## src/sv/obp_pkg.sv

```systemverilog
// Shared types, constants and width helpers for the oscillometric BP detector.
// No dependencies; all other files but obp_fifo refer to this package by scoped names.
package obp_pkg;

   localparam int SAMPLE_W  = 12;  // cuff sample, mV
   localparam int SAMPLE_MAX = (1 << SAMPLE_W) - 1;
   localparam int OUT_W     = 9;   // mmHg result, two's complement
   localparam int CSR_IDX_W = 2;   // register index on the CSR channel
   localparam int CSR_W     = 12;  // CSR data width

   // CSR reset values
   localparam int THRESHOLD_RESET         = 10;
   localparam int DIASTOLIC_DEFAULT_RESET = 2000;

   // mV sum to mmHg conversion, Q16
   localparam int MV_TO_MMHG_Q16 = 5988;
   localparam int OFFSET_Q16     = 75 * 65536;
   localparam int HALF_Q16       = 32768;
   localparam int OUT_MIN        = -74;
   localparam int OUT_MAX        = 227;
   localparam int QUOT_W         = 12;  // short sum / window length never exceeds 4095
   localparam int FRAC_W         = 13;  // fractional table entries stay below 5988
   localparam int Q_W            = 27;  // signed Q16 working value

   // Depth of the queue between front and back
   localparam int QUEUE_DEPTH = 4;

   typedef enum logic [CSR_IDX_W-1:0] {
      REG_OSC_THRESHOLD     = 2'd0,
      REG_DIASTOLIC_DEFAULT = 2'd1
   } obp_reg_type;

   // Per-item tag that travels with the running sums
   typedef struct packed {
      logic eval;  // delay line full, center is evaluated
      logic last;  // final sample of the record
   } obp_tag_type;

   typedef struct packed {
      logic systolic;
      logic diastolic;
   } obp_found_type;

   // Bits needed for a sum of len full-scale samples
   function automatic int sum_w(input int len);
      return $clog2(SAMPLE_MAX * len + 1);
   endfunction

endpackage

```

## src/sv/obp_intf.sv

```systemverilog
// Channel interfaces for the BP detector: sample input, result output, CSR writes.
// Depends on obp_pkg for payload widths.
interface obp_req_if;
   logic                         valid;
   logic                         ready;
   logic [obp_pkg::SAMPLE_W-1:0] sample_mv;
   logic                         last;
   modport source (output valid, sample_mv, last, input ready);
   modport sink   (input valid, sample_mv, last, output ready);
endinterface

interface obp_rsp_if;
   logic                             valid;
   logic                             ready;
   logic signed [obp_pkg::OUT_W-1:0] systolic_mmhg;
   logic signed [obp_pkg::OUT_W-1:0] diastolic_mmhg;
   logic                             systolic_found;
   logic                             diastolic_found;
   modport source (output valid, systolic_mmhg, diastolic_mmhg, systolic_found,
                   diastolic_found, input ready);
   modport sink   (input valid, systolic_mmhg, diastolic_mmhg, systolic_found,
                   diastolic_found, output ready);
endinterface

interface obp_csr_if;
   logic                          valid;
   logic                          ready;
   logic [obp_pkg::CSR_IDX_W-1:0] index;
   logic [obp_pkg::CSR_W-1:0]     data;
   modport source (output valid, index, data, input ready);
   modport sink   (input valid, index, data, output ready);
endinterface

```

## src/sv/obp_fifo.sv

```systemverilog
// Small register queue between the front and back halves of the detector.
// Depends on nothing but its parameters.
module obp_fifo #(
   parameter int WIDTH = 8,
   parameter int DEPTH = 4
) (
   input  logic             clock,
   input  logic             reset,
   input  logic             push,
   input  logic [WIDTH-1:0] push_data,
   output logic             full,
   input  logic             pop,
   output logic [WIDTH-1:0] pop_data,
   output logic             empty
);

   localparam int PTR_W = (DEPTH > 1) ? $clog2(DEPTH) : 1;
   localparam int CNT_W = $clog2(DEPTH + 1);

   logic [WIDTH-1:0] mem_ff [DEPTH];
   logic [PTR_W-1:0] wr_ptr_ff, wr_ptr_in;
   logic [PTR_W-1:0] rd_ptr_ff, rd_ptr_in;
   logic [CNT_W-1:0] count_ff, count_in;

   assign full     = (count_ff == CNT_W'(DEPTH));
   assign empty    = (count_ff == '0);
   assign pop_data = mem_ff[rd_ptr_ff];

   // advance pointers with wrap, track fill level
   always_comb begin
      wr_ptr_in = wr_ptr_ff;
      rd_ptr_in = rd_ptr_ff;
      count_in  = count_ff;
      if (push) begin
         wr_ptr_in = (wr_ptr_ff == PTR_W'(DEPTH - 1)) ? '0 : wr_ptr_ff + 1'b1;
      end
      if (pop) begin
         rd_ptr_in = (rd_ptr_ff == PTR_W'(DEPTH - 1)) ? '0 : rd_ptr_ff + 1'b1;
      end
      if (push && !pop) begin
         count_in = count_ff + 1'b1;
      end else if (pop && !push) begin
         count_in = count_ff - 1'b1;
      end
   end

   always_ff @(posedge clock) begin
      if (reset) begin
         wr_ptr_ff <= '0;
         rd_ptr_ff <= '0;
         count_ff  <= '0;
      end else begin
         wr_ptr_ff <= wr_ptr_in;
         rd_ptr_ff <= rd_ptr_in;
         count_ff  <= count_in;
      end
   end

   // store entry
   always_ff @(posedge clock) begin
      if (push) begin
         mem_ff[wr_ptr_ff] <= push_data;
      end
   end

endmodule

```

## src/sv/obp_front.sv

```systemverilog
// Front half: sample delay line, centered short and long running sums, fill count.
// Depends on obp_pkg and obp_req_if; hands one tagged sum pair per item to the queue.
module obp_front #(
   parameter int HALF_WINDOW = 10
) (
   input  logic                 clock,
   input  logic                 reset,
   obp_req_if.sink              req_bus,
   input  logic                 full,
   output logic                 push,
   output obp_pkg::obp_tag_type tag,
   output logic [obp_pkg::sum_w(2*HALF_WINDOW+1)-1:0] short_sum,
   output logic [obp_pkg::sum_w(4*HALF_WINDOW+1)-1:0] long_sum
);

   localparam int LINE_LEN  = 4 * HALF_WINDOW + 1;
   localparam int SHORT_LEN = 2 * HALF_WINDOW + 1;
   localparam int SSW       = obp_pkg::sum_w(SHORT_LEN);
   localparam int LSW       = obp_pkg::sum_w(LINE_LEN);
   localparam int CNT_W     = $clog2(LINE_LEN + 1);

   logic [obp_pkg::SAMPLE_W-1:0] line_ff [LINE_LEN];
   logic [SSW-1:0]               short_ff;
   logic [LSW-1:0]               long_ff;
   logic [CNT_W-1:0]             seen_ff, seen_in;
   logic                         accept;

   assign req_bus.ready = !full;
   assign accept        = req_bus.valid && !full;
   assign push          = accept;

   // slide both windows by one sample
   always_comb begin
      short_sum = short_ff + SSW'(line_ff[HALF_WINDOW-1]) - SSW'(line_ff[3*HALF_WINDOW]);
      long_sum  = long_ff + LSW'(req_bus.sample_mv) - LSW'(line_ff[LINE_LEN-1]);
      seen_in   = (seen_ff == CNT_W'(LINE_LEN)) ? seen_ff : seen_ff + 1'b1;
      tag.eval  = (seen_in == CNT_W'(LINE_LEN));
      tag.last  = req_bus.last;
   end

   // shift the line; clear everything after the final sample of a record
   always_ff @(posedge clock) begin
      if (reset || (accept && req_bus.last)) begin
         for (int i = 0; i < LINE_LEN; i++) begin
            line_ff[i] <= '0;
         end
         short_ff <= '0;
         long_ff  <= '0;
         seen_ff  <= '0;
      end else if (accept) begin
         line_ff[0] <= req_bus.sample_mv;
         for (int i = 1; i < LINE_LEN; i++) begin
            line_ff[i] <= line_ff[i-1];
         end
         short_ff <= short_sum;
         long_ff  <= long_sum;
         seen_ff  <= seen_in;
      end
   end

endmodule

```

## src/sv/obp_back.sv

```systemverilog
// Back half: CSRs, oscillation classification and systolic/diastolic extreme tracking.
// Depends on obp_pkg and obp_csr_if; feeds final sums of a record to the converter.
module obp_back #(
   parameter int HALF_WINDOW = 10
) (
   input  logic                 clock,
   input  logic                 reset,
   obp_csr_if.sink              csr_bus,
   input  logic                 in_valid,
   input  obp_pkg::obp_tag_type in_tag,
   input  logic [obp_pkg::sum_w(2*HALF_WINDOW+1)-1:0] in_short,
   input  logic [obp_pkg::sum_w(4*HALF_WINDOW+1)-1:0] in_long,
   output logic                 pop,
   input  logic                 adv,
   output logic                 out_valid,
   output logic [obp_pkg::sum_w(2*HALF_WINDOW+1)-1:0] out_sys_sum,
   output logic [obp_pkg::sum_w(2*HALF_WINDOW+1)-1:0] out_dia_sum,
   output obp_pkg::obp_found_type out_found
);

   localparam int LINE_LEN  = 4 * HALF_WINDOW + 1;
   localparam int SHORT_LEN = 2 * HALF_WINDOW + 1;
   localparam int SSW       = obp_pkg::sum_w(SHORT_LEN);
   localparam int LIM_SCALE = SHORT_LEN * LINE_LEN;
   localparam int MW        = obp_pkg::sum_w(LIM_SCALE);
   localparam int DW        = MW + 1;

   logic [MW-1:0]                lim_ff;
   logic [obp_pkg::CSR_W-1:0]    dflt_ff;

   logic                         c_valid_ff;
   obp_pkg::obp_tag_type         c_tag_ff;
   logic signed [DW-1:0]         c_diff_ff;
   logic [SSW-1:0]               c_short_ff;
   logic [DW-1:0]                scaled_short, scaled_long;

   logic [SSW-1:0]               best_sys_ff, best_sys_in;
   logic [SSW-1:0]               low_dia_ff, low_dia_in;
   obp_pkg::obp_found_type       found_ff, found_in;
   logic signed [DW-1:0]         lim_s;
   logic                         at_sys, at_dia;

   logic                         v_valid_ff;
   logic [SSW-1:0]               v_sys_ff, v_dia_ff;
   obp_pkg::obp_found_type       v_found_ff;

   // register writes; the threshold is kept pre-scaled for the cross-multiply
   assign csr_bus.ready = 1'b1;

   always_ff @(posedge clock) begin
      if (reset) begin
         lim_ff  <= MW'(obp_pkg::THRESHOLD_RESET * LIM_SCALE);
         dflt_ff <= obp_pkg::CSR_W'(obp_pkg::DIASTOLIC_DEFAULT_RESET);
      end else if (csr_bus.valid) begin
         unique case (obp_pkg::obp_reg_type'(csr_bus.index))
            obp_pkg::REG_OSC_THRESHOLD: begin
               lim_ff <= MW'(csr_bus.data) * MW'(LIM_SCALE);
            end
            obp_pkg::REG_DIASTOLIC_DEFAULT: begin
               dflt_ff <= csr_bus.data;
            end
            default: begin
            end
         endcase
      end
   end

   // classify stage: short*LINE_LEN - long*SHORT_LEN
   assign pop          = adv && in_valid;
   assign scaled_short = DW'(in_short) * DW'(LINE_LEN);
   assign scaled_long  = DW'(in_long) * DW'(SHORT_LEN);

   always_ff @(posedge clock) begin
      if (reset) begin
         c_valid_ff <= 1'b0;
      end else if (adv) begin
         c_valid_ff <= in_valid;
      end
   end

   always_ff @(posedge clock) begin
      if (adv) begin
         c_tag_ff   <= in_tag;
         c_short_ff <= in_short;
         c_diff_ff  <= $signed(scaled_short - scaled_long);
      end
   end

   // track stage: systolic test first, diastolic only when it fails
   always_comb begin
      lim_s        = $signed({1'b0, lim_ff});
      at_sys       = c_valid_ff && c_tag_ff.eval && (c_diff_ff >= lim_s);
      at_dia       = c_valid_ff && c_tag_ff.eval && !(c_diff_ff >= lim_s) &&
                     (c_diff_ff <= -lim_s);
      best_sys_in  = (at_sys && (c_short_ff > best_sys_ff)) ? c_short_ff : best_sys_ff;
      low_dia_in   = (at_dia && (c_short_ff < low_dia_ff)) ? c_short_ff : low_dia_ff;
      found_in.systolic  = found_ff.systolic || at_sys;
      found_in.diastolic = found_ff.diastolic || at_dia;
   end

   // update extremes; hand them over and clear at the end of a record
   always_ff @(posedge clock) begin
      if (reset) begin
         best_sys_ff <= '0;
         low_dia_ff  <= SSW'(obp_pkg::DIASTOLIC_DEFAULT_RESET * SHORT_LEN);
         found_ff    <= '0;
         v_valid_ff  <= 1'b0;
      end else if (adv) begin
         v_valid_ff <= c_valid_ff && c_tag_ff.last;
         if (c_valid_ff && c_tag_ff.last) begin
            best_sys_ff <= '0;
            low_dia_ff  <= SSW'(dflt_ff) * SSW'(SHORT_LEN);
            found_ff    <= '0;
         end else begin
            best_sys_ff <= best_sys_in;
            low_dia_ff  <= low_dia_in;
            found_ff    <= found_in;
         end
      end
   end

   always_ff @(posedge clock) begin
      if (adv && c_valid_ff && c_tag_ff.last) begin
         v_sys_ff   <= best_sys_in;
         v_dia_ff   <= low_dia_in;
         v_found_ff <= found_in;
      end
   end

   assign out_valid   = v_valid_ff;
   assign out_sys_sum = v_sys_ff;
   assign out_dia_sum = v_dia_ff;
   assign out_found   = v_found_ff;

endmodule

```

## src/sv/obp_conv.sv

```systemverilog
// Converter: short-window sums to saturated mmHg, three pipeline stages, result register.
// Depends on obp_pkg and obp_rsp_if; division by the window length uses a reciprocal.
module obp_conv #(
   parameter int HALF_WINDOW = 10
) (
   input  logic                   clock,
   input  logic                   reset,
   input  logic                   in_valid,
   input  logic [obp_pkg::sum_w(2*HALF_WINDOW+1)-1:0] in_sys_sum,
   input  logic [obp_pkg::sum_w(2*HALF_WINDOW+1)-1:0] in_dia_sum,
   input  obp_pkg::obp_found_type in_found,
   output logic                   adv,
   obp_rsp_if.source              rsp_bus
);

   localparam int SHORT_LEN = 2 * HALF_WINDOW + 1;
   localparam int SSW       = obp_pkg::sum_w(SHORT_LEN);
   localparam int RL        = $clog2(SHORT_LEN);
   localparam int SHIFT     = SSW + RL;
   localparam int RECIP     = ((1 << SHIFT) + SHORT_LEN - 1) / SHORT_LEN;
   localparam int RECIP_W   = SSW + 2;
   localparam int PROD_W    = SSW + RECIP_W;
   localparam int QW        = obp_pkg::Q_W;
   localparam int RW        = QW - 15;
   localparam logic signed [RW-1:0] R_MIN = RW'(obp_pkg::OUT_MIN);
   localparam logic signed [RW-1:0] R_MAX = RW'(obp_pkg::OUT_MAX);

   // Q16 value of floor(r * 5988 / SHORT_LEN) for each remainder r
   logic [obp_pkg::FRAC_W-1:0] frac_tab [2**RL];

   for (genvar i = 0; i < 2**RL; i++) begin : g_frac
      localparam int Frac = (i < SHORT_LEN) ? (i * obp_pkg::MV_TO_MMHG_Q16) / SHORT_LEN : 0;
      assign frac_tab[i] = obp_pkg::FRAC_W'(Frac);
   end

   // lane 0 systolic, lane 1 diastolic
   logic                           s1_valid_ff, s2_valid_ff, s3_valid_ff, out_valid_ff;
   obp_pkg::obp_found_type         s1_found_ff, s2_found_ff, s3_found_ff, out_found_ff;
   logic [SSW-1:0]                 s1_sum_ff  [2];
   logic [PROD_W-1:0]              s1_prod_ff [2];
   logic [obp_pkg::QUOT_W-1:0]     s2_quot_ff [2];
   logic [RL-1:0]                  s2_rem_ff  [2];
   logic signed [QW-1:0]           s3_q_ff    [2];
   logic signed [obp_pkg::OUT_W-1:0] out_mmhg_ff [2];
   logic [SSW-1:0]                 in_sum     [2];
   logic [obp_pkg::QUOT_W-1:0]     quot_in    [2];

   // round via +0.5 then truncate toward zero, saturate
   function automatic logic signed [obp_pkg::OUT_W-1:0] to_mmhg(
      input logic signed [QW-1:0] q
   );
      logic [QW-1:0]        mag;
      logic signed [RW-1:0] r;
      mag = q[QW-1] ? QW'(-q) : QW'(q);
      r   = q[QW-1] ? -$signed({1'b0, mag[QW-1:16]}) : $signed({1'b0, mag[QW-1:16]});
      if (r < R_MIN) begin
         r = R_MIN;
      end else if (r > R_MAX) begin
         r = R_MAX;
      end
      return obp_pkg::OUT_W'(r);
   endfunction

   assign adv       = !out_valid_ff || rsp_bus.ready;
   assign in_sum[0] = in_sys_sum;
   assign in_sum[1] = in_dia_sum;

   always_comb begin
      for (int l = 0; l < 2; l++) begin
         quot_in[l] = obp_pkg::QUOT_W'(s1_prod_ff[l] >> SHIFT);
      end
   end

   // hold all stages while the result waits
   always_ff @(posedge clock) begin
      if (reset) begin
         s1_valid_ff  <= 1'b0;
         s2_valid_ff  <= 1'b0;
         s3_valid_ff  <= 1'b0;
         out_valid_ff <= 1'b0;
      end else if (adv) begin
         s1_valid_ff  <= in_valid;
         s2_valid_ff  <= s1_valid_ff;
         s3_valid_ff  <= s2_valid_ff;
         out_valid_ff <= s3_valid_ff;
      end
   end

   always_ff @(posedge clock) begin
      if (adv) begin
         s1_found_ff  <= in_found;
         s2_found_ff  <= s1_found_ff;
         s3_found_ff  <= s2_found_ff;
         out_found_ff <= s3_found_ff;
         for (int l = 0; l < 2; l++) begin
            // reciprocal multiply
            s1_sum_ff[l]  <= in_sum[l];
            s1_prod_ff[l] <= PROD_W'(in_sum[l]) * PROD_W'(RECIP);
            // quotient and remainder of the window length
            s2_quot_ff[l] <= quot_in[l];
            s2_rem_ff[l]  <= RL'(s1_sum_ff[l] - SSW'(quot_in[l]) * SSW'(SHORT_LEN));
            // Q16 value less the offset, plus one half
            s3_q_ff[l]    <= $signed(QW'(s2_quot_ff[l]) * QW'(obp_pkg::MV_TO_MMHG_Q16)
                             + QW'(frac_tab[s2_rem_ff[l]])
                             - QW'(obp_pkg::OFFSET_Q16 - obp_pkg::HALF_Q16));
            out_mmhg_ff[l] <= to_mmhg(s3_q_ff[l]);
         end
      end
   end

   assign rsp_bus.valid           = out_valid_ff;
   assign rsp_bus.systolic_mmhg   = out_mmhg_ff[0];
   assign rsp_bus.diastolic_mmhg  = out_mmhg_ff[1];
   assign rsp_bus.systolic_found  = out_found_ff.systolic;
   assign rsp_bus.diastolic_found = out_found_ff.diastolic;

endmodule

```

## src/sv/oscillometric_bp_detector.sv

```systemverilog
// Oscillometric BP detector: takes one sample per cycle unless the queue is full; a
// record's result passes the queue, classify, track, three conversion stages and the
// result register. Throughput is one item per cycle while the result side does not
// stall, set by the running-sum update in the front. Synchronous active-high reset
// clears the delay line, sums and extremes and loads threshold 10 mV, default 2000 mV.
// Depends on obp_pkg, obp_intf, obp_fifo, obp_front, obp_back, obp_conv.
module oscillometric_bp_detector #(
   parameter int HALF_WINDOW = 10
) (
   input  logic       clock,
   input  logic       reset,
   obp_req_if.sink    req_bus,
   obp_rsp_if.source  rsp_bus,
   obp_csr_if.sink    csr_bus
);

   localparam int SSW = obp_pkg::sum_w(2 * HALF_WINDOW + 1);
   localparam int LSW = obp_pkg::sum_w(4 * HALF_WINDOW + 1);
   localparam int TAG_W = $bits(obp_pkg::obp_tag_type);
   localparam int Q_DW  = TAG_W + SSW + LSW;

   logic                   push, full, pop, empty, adv;
   obp_pkg::obp_tag_type   f_tag, b_tag;
   logic [SSW-1:0]         f_short, b_short;
   logic [LSW-1:0]         f_long, b_long;
   logic [Q_DW-1:0]        q_out;
   logic                   v_valid;
   logic [SSW-1:0]         v_sys, v_dia;
   obp_pkg::obp_found_type v_found;

   obp_front #(.HALF_WINDOW(HALF_WINDOW)) u_front (
      .clock     (clock),
      .reset     (reset),
      .req_bus   (req_bus),
      .full      (full),
      .push      (push),
      .tag       (f_tag),
      .short_sum (f_short),
      .long_sum  (f_long)
   );

   obp_fifo #(.WIDTH(Q_DW), .DEPTH(obp_pkg::QUEUE_DEPTH)) u_queue (
      .clock     (clock),
      .reset     (reset),
      .push      (push),
      .push_data ({f_tag, f_short, f_long}),
      .full      (full),
      .pop       (pop),
      .pop_data  (q_out),
      .empty     (empty)
   );

   assign b_tag   = obp_pkg::obp_tag_type'(q_out[Q_DW-1 -: TAG_W]);
   assign b_short = q_out[LSW +: SSW];
   assign b_long  = q_out[LSW-1:0];

   obp_back #(.HALF_WINDOW(HALF_WINDOW)) u_back (
      .clock       (clock),
      .reset       (reset),
      .csr_bus     (csr_bus),
      .in_valid    (!empty),
      .in_tag      (b_tag),
      .in_short    (b_short),
      .in_long     (b_long),
      .pop         (pop),
      .adv         (adv),
      .out_valid   (v_valid),
      .out_sys_sum (v_sys),
      .out_dia_sum (v_dia),
      .out_found   (v_found)
   );

   obp_conv #(.HALF_WINDOW(HALF_WINDOW)) u_conv (
      .clock      (clock),
      .reset      (reset),
      .in_valid   (v_valid),
      .in_sys_sum (v_sys),
      .in_dia_sum (v_dia),
      .in_found   (v_found),
      .adv        (adv),
      .rsp_bus    (rsp_bus)
   );

endmodule

```

## src/flat_wrapper.sv

```systemverilog
// flat-port wrapper written by rule: the top's interface ports become plain ports
module oscillometric_bp_detector_flat 
#(
   parameter int HALF_WINDOW = 10
)
  (clock, reset, req_bus_valid, req_bus_sample_mv, req_bus_last, req_bus_ready, rsp_bus_valid, rsp_bus_systolic_mmhg, rsp_bus_diastolic_mmhg, rsp_bus_systolic_found, rsp_bus_diastolic_found, rsp_bus_ready, csr_bus_valid, csr_bus_index, csr_bus_data, csr_bus_ready);
  obp_req_if req_bus_i ();
  obp_rsp_if rsp_bus_i ();
  obp_csr_if csr_bus_i ();
  input  logic clock;
  input  logic reset;
  input wire logic [$bits(req_bus_i.valid)-1:0] req_bus_valid;
  input wire logic [$bits(req_bus_i.sample_mv)-1:0] req_bus_sample_mv;
  input wire logic [$bits(req_bus_i.last)-1:0] req_bus_last;
  output wire logic [$bits(req_bus_i.ready)-1:0] req_bus_ready;
  output wire logic [$bits(rsp_bus_i.valid)-1:0] rsp_bus_valid;
  output wire logic [$bits(rsp_bus_i.systolic_mmhg)-1:0] rsp_bus_systolic_mmhg;
  output wire logic [$bits(rsp_bus_i.diastolic_mmhg)-1:0] rsp_bus_diastolic_mmhg;
  output wire logic [$bits(rsp_bus_i.systolic_found)-1:0] rsp_bus_systolic_found;
  output wire logic [$bits(rsp_bus_i.diastolic_found)-1:0] rsp_bus_diastolic_found;
  input wire logic [$bits(rsp_bus_i.ready)-1:0] rsp_bus_ready;
  input wire logic [$bits(csr_bus_i.valid)-1:0] csr_bus_valid;
  input wire logic [$bits(csr_bus_i.index)-1:0] csr_bus_index;
  input wire logic [$bits(csr_bus_i.data)-1:0] csr_bus_data;
  output wire logic [$bits(csr_bus_i.ready)-1:0] csr_bus_ready;
  assign req_bus_i.valid = req_bus_valid;
  assign req_bus_i.sample_mv = req_bus_sample_mv;
  assign req_bus_i.last = req_bus_last;
  assign req_bus_ready = req_bus_i.ready;
  assign rsp_bus_valid = rsp_bus_i.valid;
  assign rsp_bus_systolic_mmhg = rsp_bus_i.systolic_mmhg;
  assign rsp_bus_diastolic_mmhg = rsp_bus_i.diastolic_mmhg;
  assign rsp_bus_systolic_found = rsp_bus_i.systolic_found;
  assign rsp_bus_diastolic_found = rsp_bus_i.diastolic_found;
  assign rsp_bus_i.ready = rsp_bus_ready;
  assign csr_bus_i.valid = csr_bus_valid;
  assign csr_bus_i.index = csr_bus_index;
  assign csr_bus_i.data = csr_bus_data;
  assign csr_bus_ready = csr_bus_i.ready;
  oscillometric_bp_detector #(.HALF_WINDOW(HALF_WINDOW)) u_core (.clock(clock), .reset(reset), .req_bus(req_bus_i), .rsp_bus(rsp_bus_i), .csr_bus(csr_bus_i));
endmodule
```

## config.mk

```make
export PLATFORM = sky130hd
export DESIGN_NAME = oscillometric_bp_detector_flat
export DESIGN_NICKNAME = d
export VERILOG_FILES = /design/src/sv/obp_pkg.sv /design/src/sv/obp_intf.sv /design/src/sv/obp_fifo.sv /design/src/sv/obp_front.sv /design/src/sv/obp_back.sv /design/src/sv/obp_conv.sv /design/src/sv/oscillometric_bp_detector.sv /design/src/flat_wrapper.sv
export SDC_FILE = /design/constraint.sdc
export NUM_CORES = 2
export LEC_CHECK = 0
export ABC_AREA = 1
export BUFFER_PORTS_ARGS = -buffer_cell sky130_fd_sc_hd__buf_2
export CORE_MARGIN = 2
export CORE_UTILIZATION = 65
export CTS_BUF_LIST = sky130_fd_sc_hd__clkbuf_8
export DETAILED_ROUTE_END_ITERATION = 8
export MAX_ROUTING_LAYER = met4
export PLACE_DENSITY = 0.87
export SYNTH_ARGS = -nofsm -noshare
export SYNTH_HDL_FRONTEND = slang
export SYNTH_SLANG_ARGS = --single-unit
export TNS_END_PERCENT = 100
```

## constraint.sdc

```tcl
create_clock -name clock -period 20.6 [get_ports clock]
set_clock_uncertainty 0.15 [all_clocks]
set_input_delay 1.03 -clock clock [delete_from_list [all_inputs] [get_ports clock]]
set_output_delay 1.03 -clock clock [all_outputs]
set_load 0.01 [all_outputs]
```

==> results.md <==
| Quantity | This run |
| --- | --- |
| Routed via count divided by cell count | 5.42 |
| Synth Net Count | 7763 |
| Worst min path class | reg -> reg |
| Final critical-path setup slack | 14.03 ns |
| Setup violation total in the final timing report | 0 |
| Reg clk slew, reported paths | 0.06 ns |
| Placement Rows | 116 |
| Number of antenna-violating nets in the routed design | 0 |
| Worst rel slew slack | 0.161 |
| Count of buffers from port buffering | 53 |
| Number of DRC violations after detailed routing | 0 |
| RSZ-0062 raised after global routing | false |
| Vias in the first global route | 45011 |
| Clk sink count | 992 |
| Effective utilization at floorplan | 0.653 |
| Finished Layout Cells | 8169 |
| Post-route minimum period | 6.57 ns |
| Antenna violations before repair | 7 |
| Worst-case clock buffer depth | 3 |
| Worst hold margin | 0.267 ns |
| P&R area growth vs syn | 7.21% |
| Post-CTS setup-driven buffer insertion count | 0 |
| Portion of the post-synthesis area used by sequential elements | 0.438 |
| Arrival time worst endpoint | 7.00 ns |
| Share of final-layout standard cells stronger than drive strength 1 | 0.0551 |
| Final GP Congestion | 0.933 |
| First-pass GRT wire length | 217000 um |
| Worst-Skew Late Latency | 0.86 ns |
| Top fanout value on the critical path | 40 |
| Final TNS setup | 0 ns |
| Avg Synthesized Cell Area | 9.82 um2 |
| GRT Overall Usage | 0.268 |
| Count of instances resized after the clock tree is built | 0 |
| Capturing element type of the critical path | flop |
| Die boundary height | 321 um |
| Pin count of the biggest net entering global routing | 227 |
| Root buffer selected by CTS | sky130_fd_sc_hd__clkbuf_8 |
| Syn Std Cell Area | 0.0651 mm2 |
| Grt total ovfl | 0 |
| Width of the die | 321 um |
| Hold violation count in the final report | 0 |
| Actual transition at the worst max-transition pin | 1.26 ns |
| Number of design-rule violations left by the first detailed-router iteration | 3464 |
| Final max-slew violation count | 0 |
| Ys flop type | sky130_fd_sc_hd__edfxtp_1 |
| Yosys synthesis warning count | 0 |
| Wire length after detailed routing | 132000 um |
| Unique cell type count in the Yosys netlist | 64 |
| Period utilisation layout | 0.319 |
| Worst path bufs/invs | 6 |
| CP max-delay cell | sky130_fd_sc_hd__fa_1 |
| Run status | finished, final reports clean |
| Detailed-placement wirelength estimate | 97200 um |
| Number of flops mapped to enable cells by yosys | 866 |
| Share of async-settable or async-resettable flops after synthesis | 0 |
| Critical path's top delay family | adder cells |
| DP Worst Slack | 14.09 ns |
| Floorplan die area | 0.103 mm2 |
| Routed wirelength normalized by instance count | 16.1 um |
| Number of instances in the synthesized netlist | 6632 |
| Total clock buffers created by CTS | 156 |
| Final-stage net count | 7872 |
| Highest cell delay on the worst timing path | 0.54 ns |
| Total of max-cap violations | 0 |
| Vias | 44274 |
| Endpoint required time on the critical path | 21.03 ns |
| CTS tree | done |
| Path type of the worst setup path | reg -> reg |
| CTS H-tree lvls | 4 |
| Std-Cell Core Area | 0.0997 mm2 |
| CP Launch Type | flop |
| Post-CTS Hold Fix Bufs | 0 |
| Inst Count DP | 7881 |
| Num ports | 55 |
| Maximum clock rate | 152 MHz |
| First-pass iteration count of the detailed router | 6 |
| Number of synthesized register bits | 992 |
[path summary, 6_finish.rpt]
| check | from | to | slack [ns] | depth (start not counted) |
|---|---|---|---|---|
| max reg2reg | flop | u_core.u_back.c_diff_ff[19] | 14.03 | 25 |
| max | flop | u_core.u_back.c_diff_ff[19] | 14.03 | 25 |
| min | u_core.u_conv.s1_prod_ff[0][62] | u_core.u_conv.s2_quot_ff[0][17] | 0.27 | 0 |
| min reg2reg | u_core.u_conv.s1_prod_ff[0][62] | u_core.u_conv.s2_quot_ff[0][17] | 0.27 | 0 |
[sequential cells by signal, indices dropped and copies added (netlist names), 18 cells and up, named ones only]
register,flops
u_core.u_conv.out_mmhg_ff,18
u_core.u_conv.s1_prod_ff,24
u_core.u_front.long_ff,18
u_core.u_front.line_ff,492
u_core.u_queue.mem_ff,148
u_core.u_back.c_diff_ff,23
u_core.u_back.lim_ff,22
u_core.u_conv.s3_q_ff,54
u_core.u_conv.s2_quot_ff,24
[cell usage after synthesis, types with 9 or more instances]
master	count	area (um2)
sky130_fd_sc_hd__a21o_1	20	150
sky130_fd_sc_hd__a21oi_1	316	1580
sky130_fd_sc_hd__a31oi_1	17	106
sky130_fd_sc_hd__a32oi_1	18	158
sky130_fd_sc_hd__buf_1	15	56.3
sky130_fd_sc_hd__buf_2	16	80.1
sky130_fd_sc_hd__clkbuf_1	92	345
sky130_fd_sc_hd__dfxtp_1	126	2520
sky130_fd_sc_hd__edfxtp_1	866	26000
sky130_fd_sc_hd__fa_1	327	6550
sky130_fd_sc_hd__ha_1	772	9660
sky130_fd_sc_hd__inv_1	1559	5850
sky130_fd_sc_hd__nand2_1	724	2720
sky130_fd_sc_hd__nand2_2	13	81.3
sky130_fd_sc_hd__nand3_1	169	846
sky130_fd_sc_hd__nand3b_1	18	135
sky130_fd_sc_hd__nand4_1	44	275
sky130_fd_sc_hd__nor2_1	787	2950
sky130_fd_sc_hd__nor2_2	12	75.1
sky130_fd_sc_hd__nor3_1	31	155
sky130_fd_sc_hd__nor4_1	12	75.1
sky130_fd_sc_hd__o211ai_1	28	210
sky130_fd_sc_hd__o21a_1	9	67.6
sky130_fd_sc_hd__o21ai_0	228	1140
sky130_fd_sc_hd__o21ai_1	19	95.1
sky130_fd_sc_hd__o21ai_2	17	149
sky130_fd_sc_hd__o21bai_1	14	105
sky130_fd_sc_hd__o22ai_1	48	300
sky130_fd_sc_hd__o31ai_1	11	82.6
sky130_fd_sc_hd__or2_2	10	62.6
sky130_fd_sc_hd__xnor2_1	66	578
sky130_fd_sc_hd__xor2_1	143	1250
[cell families (layout without fill, tap and decap cells)]
| group | Yosys count | after routing | synth area share |
|---|---|---|---|
| adder cells (fa/ha/maj) | 1099 | 1099 | 0.249 |
| XOR/XNOR | 209 | 209 | 0.0281 |
| buffers and inverters | 1696 | 1929 | 0.0983 |
| flip-flops | 992 | 992 | 0.438 |
| AND/OR/NAND/NOR | 1855 | 1855 | 0.118 |
| other | 1 | 7 | 0.0000576 |
| AO/OA/AOI/OAI | 780 | 780 | 0.0684 |
[routing by layer]
| metal | routed length [um] | global-route usage | vias to the layer above |
|---|---|---|---|
| li1 | - | - | 21605 |
| met1 | 55500 | 0.338 | 21117 |
| met2 | 64700 | 0.449 | 1239 |
| met3 | 7320 | 0.0370 | 313 |
| met4 | 3990 | 0.0933 | 0 |
| met5 | 0 | - | - |
[metrics by stage]
stage / area [um2] / utilization
3_5_place_dp: 66800 / 0.670
5_1_grt: 69800 / 0.700
2_1_floorplan: 65100 / -
3_3_place_gp: 66800 / 0.670
4_1_cts: 69800 / 0.700
6_report: 69800 / 0.700
[worst reg2reg max path, stage by stage (launching register included)]
cell	delay, ns
sky130_fd_sc_hd__dfxtp_2	0.33
sky130_fd_sc_hd__inv_2	0.43
sky130_fd_sc_hd__buf_4	0.47
sky130_fd_sc_hd__nand2_1	0.11
sky130_fd_sc_hd__a32oi_1	0.41
sky130_fd_sc_hd__inv_1	0.09
sky130_fd_sc_hd__ha_1	0.28
sky130_fd_sc_hd__inv_1	0.05
sky130_fd_sc_hd__fa_1	0.50
sky130_fd_sc_hd__inv_1	0.07
sky130_fd_sc_hd__fa_1	0.50
sky130_fd_sc_hd__fa_1	0.52
sky130_fd_sc_hd__fa_1	0.54
sky130_fd_sc_hd__inv_1	0.04
sky130_fd_sc_hd__ha_1	0.37
sky130_fd_sc_hd__a21oi_1	0.12
sky130_fd_sc_hd__o21ai_0	0.25
sky130_fd_sc_hd__nand2_1	0.09
sky130_fd_sc_hd__o211ai_1	0.11
sky130_fd_sc_hd__a31oi_1	0.10
sky130_fd_sc_hd__o21ai_0	0.30
sky130_fd_sc_hd__nand3_1	0.15
sky130_fd_sc_hd__nand2_1	0.12
sky130_fd_sc_hd__nand3_1	0.07
sky130_fd_sc_hd__nand2_1	0.08
sky130_fd_sc_hd__xor2_1	0.07
[cell type report]
cell class / count / area (um2)
antenna: 6 / 15.0
clock inverter: 116 / 743
fill: 6945 / 29900
multi-input combinational: 3944 / 30200
inverter: 1569 / 5910
clock buffer: 166 / 2280
tap: 1298 / 1620
sequential: 992 / 28500
timing repair buffer: 78 / 465
[cells in the final DEF, fill, tap and decap left out, types with 9 or more instances in the layout]
cell type / instances
sky130_fd_sc_hd__inv_1: 1613
sky130_fd_sc_hd__edfxtp_1: 866
sky130_fd_sc_hd__nor2_1: 781
sky130_fd_sc_hd__ha_1: 772
sky130_fd_sc_hd__nand2_1: 723
sky130_fd_sc_hd__fa_1: 327
sky130_fd_sc_hd__a21oi_1: 316
sky130_fd_sc_hd__o21ai_0: 228
sky130_fd_sc_hd__nand3_1: 169
sky130_fd_sc_hd__clkbuf_8: 166
sky130_fd_sc_hd__xor2_1: 143
sky130_fd_sc_hd__dfxtp_1: 125
sky130_fd_sc_hd__xnor2_1: 66
sky130_fd_sc_hd__buf_2: 53
sky130_fd_sc_hd__o22ai_1: 48
sky130_fd_sc_hd__nand4_1: 44
sky130_fd_sc_hd__nor3_1: 30
sky130_fd_sc_hd__o211ai_1: 28
sky130_fd_sc_hd__buf_4: 24
sky130_fd_sc_hd__clkinv_1: 23
sky130_fd_sc_hd__a21o_1: 20
sky130_fd_sc_hd__o21ai_1: 19
sky130_fd_sc_hd__nand3b_1: 18
sky130_fd_sc_hd__a32oi_1: 18
sky130_fd_sc_hd__clkinv_2: 18
sky130_fd_sc_hd__o21ai_2: 17
sky130_fd_sc_hd__a31oi_1: 17
sky130_fd_sc_hd__o21bai_1: 14
sky130_fd_sc_hd__nand2_2: 14
sky130_fd_sc_hd__nor2_2: 13
sky130_fd_sc_hd__nor4_1: 12
sky130_fd_sc_hd__o31ai_1: 11
sky130_fd_sc_hd__or2_2: 10
sky130_fd_sc_hd__nor2_4: 10
sky130_fd_sc_hd__o21a_1: 9
Power is not shown: default switching activity piles up to over one toggle a cycle in this logic, so the estimate is an artifact.
